[src/rtl/mmr_pkg.sv]
// Shared types and constants for the diverse selector.
// Used by the controller, the datapath, the cosine unit, the top level and the testbench; no dependencies.
package mmr_pkg;

    // Input item operations.
    localparam logic [1:0] OP_LOAD_QUERY = 2'd0;
    localparam logic [1:0] OP_LOAD_CAND  = 2'd1;
    localparam logic [1:0] OP_RUN        = 2'd2;

    // Configuration register indexes.
    localparam logic [1:0] CFG_WEIGHT    = 2'd0;
    localparam logic [1:0] CFG_MAX_PICKS = 2'd1;
    localparam logic [1:0] CFG_VEC_LEN   = 2'd2;

    // Register reset values.
    localparam logic [15:0] WEIGHT_RESET    = 16'd16384;
    localparam logic [5:0]  MAX_PICKS_RESET = 6'd8;
    localparam logic [6:0]  VEC_LEN_RESET   = 7'd64;

    // Q1.15 and Q0.15 constants.
    localparam logic [16:0]        W_ONE   = 17'd32768;
    localparam logic signed [15:0] Q15_MAX = 16'sd32767;
    localparam logic signed [15:0] Q15_MIN = -16'sd32768;
    localparam logic signed [15:0] Q15_ZERO = 16'sd0;

    // Commands from the controller to the datapath.
    typedef struct packed {
        logic idle;
        logic start_run;
        logic cos_start;
        logic cos_pen;
        logic rel_upd;
        logic pen_upd;
        logic mul1;
        logic mul2;
        logic cmp;
        logic i_inc;
        logic emit_empty;
        logic emit_zw;
        logic emit_first;
        logic emit_pick;
    } t_cmd;

    // Status from the datapath to the controller.
    typedef struct packed {
        logic run_req;
        logic count_zero;
        logic w_zero;
        logic i_last;
        logic p_last;
        logic chosen_i;
        logic cos_done;
        logic out_free;
    } t_stat;

endpackage

[src/rtl/mmr_ctrl.sv]
// Run sequencer of the diverse selector: walks the relevance pass and the
// penalty rounds and issues commands to the datapath. Depends on mmr_pkg.
module mmr_ctrl (
    input  logic            i_clk,
    input  logic            i_rst_n,
    input  mmr_pkg::t_stat  i_stat,
    output mmr_pkg::t_cmd   o_cmd
);

    typedef enum logic [13:0] {
        S_IDLE     = 14'b00000000000001,
        S_CHECK    = 14'b00000000000010,
        S_EMPTY    = 14'b00000000000100,
        S_ZW       = 14'b00000000001000,
        S_REL_GO   = 14'b00000000010000,
        S_REL_WAIT = 14'b00000000100000,
        S_REL_OUT  = 14'b00000001000000,
        S_PEN_SCAN = 14'b00000010000000,
        S_PEN_GO   = 14'b00000100000000,
        S_PEN_WAIT = 14'b00001000000000,
        S_PEN_M1   = 14'b00010000000000,
        S_PEN_M2   = 14'b00100000000000,
        S_PEN_CMP  = 14'b01000000000000,
        S_PEN_OUT  = 14'b10000000000000
    } t_state;

    t_state r_state;
    t_state n_state;

    always_comb begin
        n_state = r_state;
        o_cmd   = '0;
        unique case (r_state)
            S_IDLE: begin
                o_cmd.idle = 1'b1;
                if (i_stat.run_req) begin
                    o_cmd.start_run = 1'b1;
                    n_state = S_CHECK;
                end
            end
            S_CHECK: begin
                priority if (i_stat.count_zero) begin
                    n_state = S_EMPTY;
                end else if (i_stat.w_zero) begin
                    n_state = S_ZW;
                end else begin
                    n_state = S_REL_GO;
                end
            end
            S_EMPTY: begin
                if (i_stat.out_free) begin
                    o_cmd.emit_empty = 1'b1;
                    n_state = S_IDLE;
                end
            end
            S_ZW: begin
                if (i_stat.out_free) begin
                    o_cmd.emit_zw = 1'b1;
                    if (i_stat.p_last) begin
                        n_state = S_IDLE;
                    end
                end
            end
            S_REL_GO: begin
                o_cmd.cos_start = 1'b1;
                n_state = S_REL_WAIT;
            end
            S_REL_WAIT: begin
                if (i_stat.cos_done) begin
                    o_cmd.rel_upd = 1'b1;
                    if (i_stat.i_last) begin
                        n_state = S_REL_OUT;
                    end else begin
                        o_cmd.i_inc = 1'b1;
                        n_state = S_REL_GO;
                    end
                end
            end
            S_REL_OUT: begin
                if (i_stat.out_free) begin
                    o_cmd.emit_first = 1'b1;
                    n_state = i_stat.p_last ? S_IDLE : S_PEN_SCAN;
                end
            end
            S_PEN_SCAN: begin
                // Candidates already picked are skipped without a similarity.
                if (i_stat.chosen_i) begin
                    if (i_stat.i_last) begin
                        n_state = S_PEN_OUT;
                    end else begin
                        o_cmd.i_inc = 1'b1;
                    end
                end else begin
                    n_state = S_PEN_GO;
                end
            end
            S_PEN_GO: begin
                o_cmd.cos_start = 1'b1;
                o_cmd.cos_pen   = 1'b1;
                n_state = S_PEN_WAIT;
            end
            S_PEN_WAIT: begin
                if (i_stat.cos_done) begin
                    o_cmd.pen_upd = 1'b1;
                    n_state = S_PEN_M1;
                end
            end
            S_PEN_M1: begin
                o_cmd.mul1 = 1'b1;
                n_state = S_PEN_M2;
            end
            S_PEN_M2: begin
                o_cmd.mul2 = 1'b1;
                n_state = S_PEN_CMP;
            end
            S_PEN_CMP: begin
                o_cmd.cmp = 1'b1;
                if (i_stat.i_last) begin
                    n_state = S_PEN_OUT;
                end else begin
                    o_cmd.i_inc = 1'b1;
                    n_state = S_PEN_SCAN;
                end
            end
            S_PEN_OUT: begin
                if (i_stat.out_free) begin
                    o_cmd.emit_pick = 1'b1;
                    n_state = i_stat.p_last ? S_IDLE : S_PEN_SCAN;
                end
            end
            default: n_state = S_IDLE;
        endcase
    end

    always_ff @(posedge i_clk) begin
        if (!i_rst_n) begin
            r_state <= S_IDLE;
        end else begin
            r_state <= n_state;
        end
    end

    // A result is only written into a free output register.
    a_emit_free: assert property (@(posedge i_clk) disable iff (!i_rst_n)
        (o_cmd.emit_empty || o_cmd.emit_zw || o_cmd.emit_first || o_cmd.emit_pick)
        |-> i_stat.out_free)
        else $error("result emitted into a full output register");

    // The cosine unit only finishes while the sequencer waits for it.
    a_cos_done_wait: assert property (@(posedge i_clk) disable iff (!i_rst_n)
        i_stat.cos_done |-> (r_state == S_REL_WAIT || r_state == S_PEN_WAIT))
        else $error("similarity finished outside a wait state");

    // Picked candidates never get a penalty similarity.
    a_skip_chosen: assert property (@(posedge i_clk) disable iff (!i_rst_n)
        (r_state == S_PEN_GO) |-> !i_stat.chosen_i)
        else $error("penalty computed for a picked candidate");

    // After a similarity starts, the unit cannot be done in the next cycle.
    a_cos_latency: assert property (@(posedge i_clk) disable iff (!i_rst_n)
        o_cmd.cos_start |=> !i_stat.cos_done)
        else $error("similarity done too early");

endmodule

[config.mk]
export PLATFORM = sky130hd
export DESIGN_NAME = mmr_ctrl
export DESIGN_NICKNAME = d
export VERILOG_FILES = /design/src/rtl/mmr_pkg.sv /design/src/rtl/mmr_ctrl.sv
export SDC_FILE = /design/constraint.sdc
export NUM_CORES = 1
export LEC_CHECK = 0
export BUFFER_PORTS_ARGS = -buffer_cell sky130_fd_sc_hd__buf_2
export CAP_MARGIN = 20
export CORE_UTILIZATION = 54
export DETAILED_ROUTE_END_ITERATION = 6
export PLACE_DENSITY = 0.79
export SYNTH_ARGS = -nofsm -noshare
export SYNTH_HDL_FRONTEND = slang
export SYNTH_SLANG_ARGS = --single-unit
[constraint.sdc]
create_clock -name i_clk -period 2.4 [get_ports i_clk]
set_clock_uncertainty 0.1 [all_clocks]
set_input_delay 0.12 -clock i_clk [delete_from_list [all_inputs] [get_ports i_clk]]
set_output_delay 0.12 -clock i_clk [all_outputs]
set_load 0.1 [all_outputs]
==> impl_summary.log <==
[metrics] final weighted congestion in routability-driven placement: 0.956
[metrics] total die area: approximately 2400 µm²
[metrics] count of TritonRoute iterations in the first routing pass: 4
[metrics] combined buffer and inverter count along the critical path: 1
[metrics] worst path cell trace: or4_4 > nor3_4 > and3_4 > and2_4 > o31a_4 > buf_12
[metrics] Worst Reg-to-Reg Cells: 6
[metrics] setup repair after global routing missed its margin: yes
[metrics] leakage power of the design: just under 0.7 nW
[metrics] max-cap violations: 0
[metrics] Setup CP Type: reg2out
[metrics] global-route wire length before repair: just over 6 mm
[metrics] worst hold slack: 0.0175 ns
[metrics] Buffers on Ports: 23
[metrics] overflow left after global routing: 0
[metrics] slowest CP cell: or4_4
[metrics] largest registers ranked by flip-flop count: r_state (14)
[metrics] Filler Cells Inserted: about 130
[metrics] fin worst setup slack: -0.00397 ns
[metrics] Final Max Tran Viols: 0
[metrics] worst path arrival time: roughly 2.2 ns
[metrics] Critical path origin: r_state[1]
[metrics] H-tree depth reported by CTS: 1
[metrics] root cell of the clock tree: clkbuf_4
[metrics] clock latency on the worst-skew pair: between 0.2 and 0.3 ns
[metrics] flip-flop and latch count after synthesis: 14
[metrics] Post-synth top flop: dfxtp_1
[metrics] maximum fanout along the worst path: 6
[metrics] net count after synthesis: 149
[metrics] share of the yosys chip area belonging to registers: a little under a quarter
[metrics] Hold/Removal Path Class: in2reg
[metrics] Largest register FFs: 14
[metrics] per-cell routed wire length: ~19 µm
[metrics] min-delay src: i_rst_n
[metrics] fraction of final layout cells with drive strength greater than 1: 41.6%
[metrics] largest net degree at the start of global routing: 11
[metrics] DRC violation total after the first TritonRoute iteration: 82
[metrics] CTS Buf Count: 3
[metrics] largest vdd supply drop: about 0.00067 V
[metrics] power density normalized to cell area: about 470 nW/µm²
[metrics] overall die height: 49.2 µm
[metrics] cell family with most CP delay: simple AND/OR/NAND/NOR gates
[metrics] worst-case hold path end point: r_state[0]
[metrics] Layout Nets: ~190
[metrics] Placeable Area: roughly 2000 µm²
[metrics] effective utilization at floorplan: about three fifths
[metrics] row cnt: 16
[metrics] Yosys top cell by area: dfxtp_1
[metrics] die outline width: around 50 µm
[metrics] clock slew seen by the registers of the worst setup and hold paths: approximately 0.070 ns
[metrics] count of synthesis-stage warnings from yosys: 0
[metrics] violations in the final reports: setup timing
[metrics] Setup crit end kind: primary output
[metrics] worst-case headroom to the max-slew limit: ~59%
[metrics] clock tree from TritonCTS: done
[metrics] async set-reset flop share out of synthesis: 0%
[metrics] Most flops, register: r_state
[metrics] final design instance area without fill: 1710 µm²
[metrics] required time reported for the critical path endpoint: 2.18 ns
[metrics] total I/O pin count: 24
[metrics] number of buffers on the longest clock path: 2
[metrics] delay of the slowest cell on the worst path: just under 0.6 ns
[metrics] category of the worst setup path launch point: register
[metrics] vias after detailed routing: between 1000 and 1500
[metrics] Post-Place Cell Area: ~1600 µm²
[metrics] gate count after technology mapping: 139
[metrics] slew at the pin with the worst max-slew slack: between 0.6 and 0.7 ns
[metrics] Reg2Reg Launch Point: r_state[9]
[metrics] hold path depth: 2
[metrics] Max Clock Freq: just over 400 MHz
[metrics] final-report hold violation count: 0
[metrics] post-DP HPWL: approximately 2.9 mm
[metrics] number of clock sinks seen by CTS: 14
[metrics] number of vias per cell: between 6 and 7
[metrics] worst r2r dst: r_state[0]
[metrics] post-synthesis instance area: approximately 1200 µm²
[metrics] total global-route track usage: about a third
[metrics] distinct cell type count of the synthesized netlist: 50
[metrics] post-route fraction of the period consumed by the critical path: 100%
[metrics] DRC violation count after routing: 0
[metrics] area growth from synthesis to final layout: 42.0%
[metrics] proportion of netlist area held by the largest area contributor: 23.3%
[metrics] number of global-route vias before repair: approximately 1300
[metrics] Register-to-Register Setup Slack: 0.23 ns
[metrics] antenna cell count: 0
[metrics] Final Routed Wirelength: a little under 4 mm
[metrics] dominant cells by area after synthesis: dfxtp_1 (23%), nor4b_2 (5.0%), and3_1 (3.6%), xor2_1 (3.6%), nand2_1 (3.1%)
[metrics] antenna-violating nets left: 0
[metrics] antenna violations before repair: 0
[metrics] clock period minus worst slack: about 2.4 ns
[metrics] Setup Viol. Count Final: 1
[metrics] count of flip-flops with a built-in enable after synthesis: 0
[metrics] average cell area after synthesis: 8.65 µm²
[metrics] status: complete, but fails checks
## worst reg2reg max path, cell delays in order, from the launching register on
cell and delay, ns:
dfxtp_1 0.35, or4_4 0.59, buf_4 0.17, or3_4 0.35, a2bb2oi_2 0.17, nand3_2 0.15
o221ai_1 0.14
## report_power, final
part / internal [W] / switching (W)
combinational: 0.000155 / 0.000245
sequential: 0.000244 / 0.0000189
clock: 0.0000582 / 0.0000750
total: 0.000457 / 0.000339
## stage by stage
| step | power, W | setup WS, ns | utilization, % | instances | setup TNS (ns) |
|---|---|---|---|---|---|
| global route | 0.000826 | -0.0690 | 84.5 | 200 | -0.0690 |
| detailed placement | 0.000630 | 0.187 | 79.1 | 190 | 0 |
| floorplan | 0.000517 | -0.331 | - | 139 | -1.08 |
| finish | 0.000795 | -0.00397 | 84.5 | 200 | -0.00397 |
| global placement | 0.000623 | 0.235 | 79.1 | 190 | 0 |
| CTS | 0.000769 | 0.000523 | 82.8 | 199 | 0 |
## cells in the final DEF, fill, tap and decap left out, types with 4 or more instances in the layout
cell type,n
buf_2,11
buf_12,11
nand2_1,10
buf_4,10
dfxtp_1,9
a21oi_1,7
nor2_1,6
nor3_1,6
nand3_1,6
inv_1,6
nor2b_1,5
xor2_1,5
nor4_4,4
nor3_4,4
and3_1,4
and4_1,4
clkbuf_4,4
dfxtp_2,4
## Yosys cell counts (3+ instances only)
library cell and count:
a21oi_1 7, nor4b_1 3, nor4_1 3, nor3_1 7, nor2_1 7, and4_1 4
nor4b_2 4, xor2_1 5, inv_1 6, dfxtp_1 14, nor2b_1 5, nand3_1 6
or4_4 3, nand4_1 3, and2_1 3, and3_1 7, nand2_1 10
## cell families (layout without fill, tap and decap cells)
kind of cell	Yosys count	count (layout)	share of synthesized area (%)
simple gates	79	79	47.1
compound gates	31	31	21.3
flops	14	14	23.3
buf+inv	10	44	4.58
xor+xnor	5	5	3.64
## metal layers
| layer | vias up | global-route usage [%] | part of all wire [%] |
|---|---|---|---|
| met2 | 83 | 54.6 | 49 |
| met4 | 0 | 14.7 | 3.5 |
| met5 | - | 0 | 0 |
| met3 | 19 | 8.72 | 9.5 |
| li1 | 617 | - | - |
| met1 | 628 | 41.9 | 38 |
## final cells by class
class / count / area (µm²) / area share, %
multi-input cells: 115 / 962 / 56.3
repair buffers: 35 / 378 / 22.1
flip-flops and latches: 14 / 289 / 16.9
well taps: 27 / 33.8 / 1.98
clock buffers: 3 / 22.5 / 1.32
inverters: 6 / 22.5 / 1.32
## how the worst max path moves through the flow
stage                      endpoint  slack [ns]  depth (start not counted)
after global routing       o_cmd[4]       -0.07                          6
after CTS                  o_cmd[4]      0.0005                          6
after floorplan            o_cmd[4]       -0.33                          5
after global placement     o_cmd[4]        0.23                          6
final                      o_cmd[4]      -0.004                          6
after detailed placement  o_cmd[12]        0.19                          5
## repair_timing
| action | 4_1_cts | 5_1_grt |
|---|---|---|
| setup buffers | 4 | 1 |
| cloned | 0 | 0 |
| pin swaps | 3 | 3 |
| resized for setup | 1 | 9 |
| hold buffers | 2 | 0 |
| endpoints found under the hold margin | 2 | 0 |
| setup endpoints to repair | 5 | 7 |
Note: power is estimated with default switching activity, not from simulation.
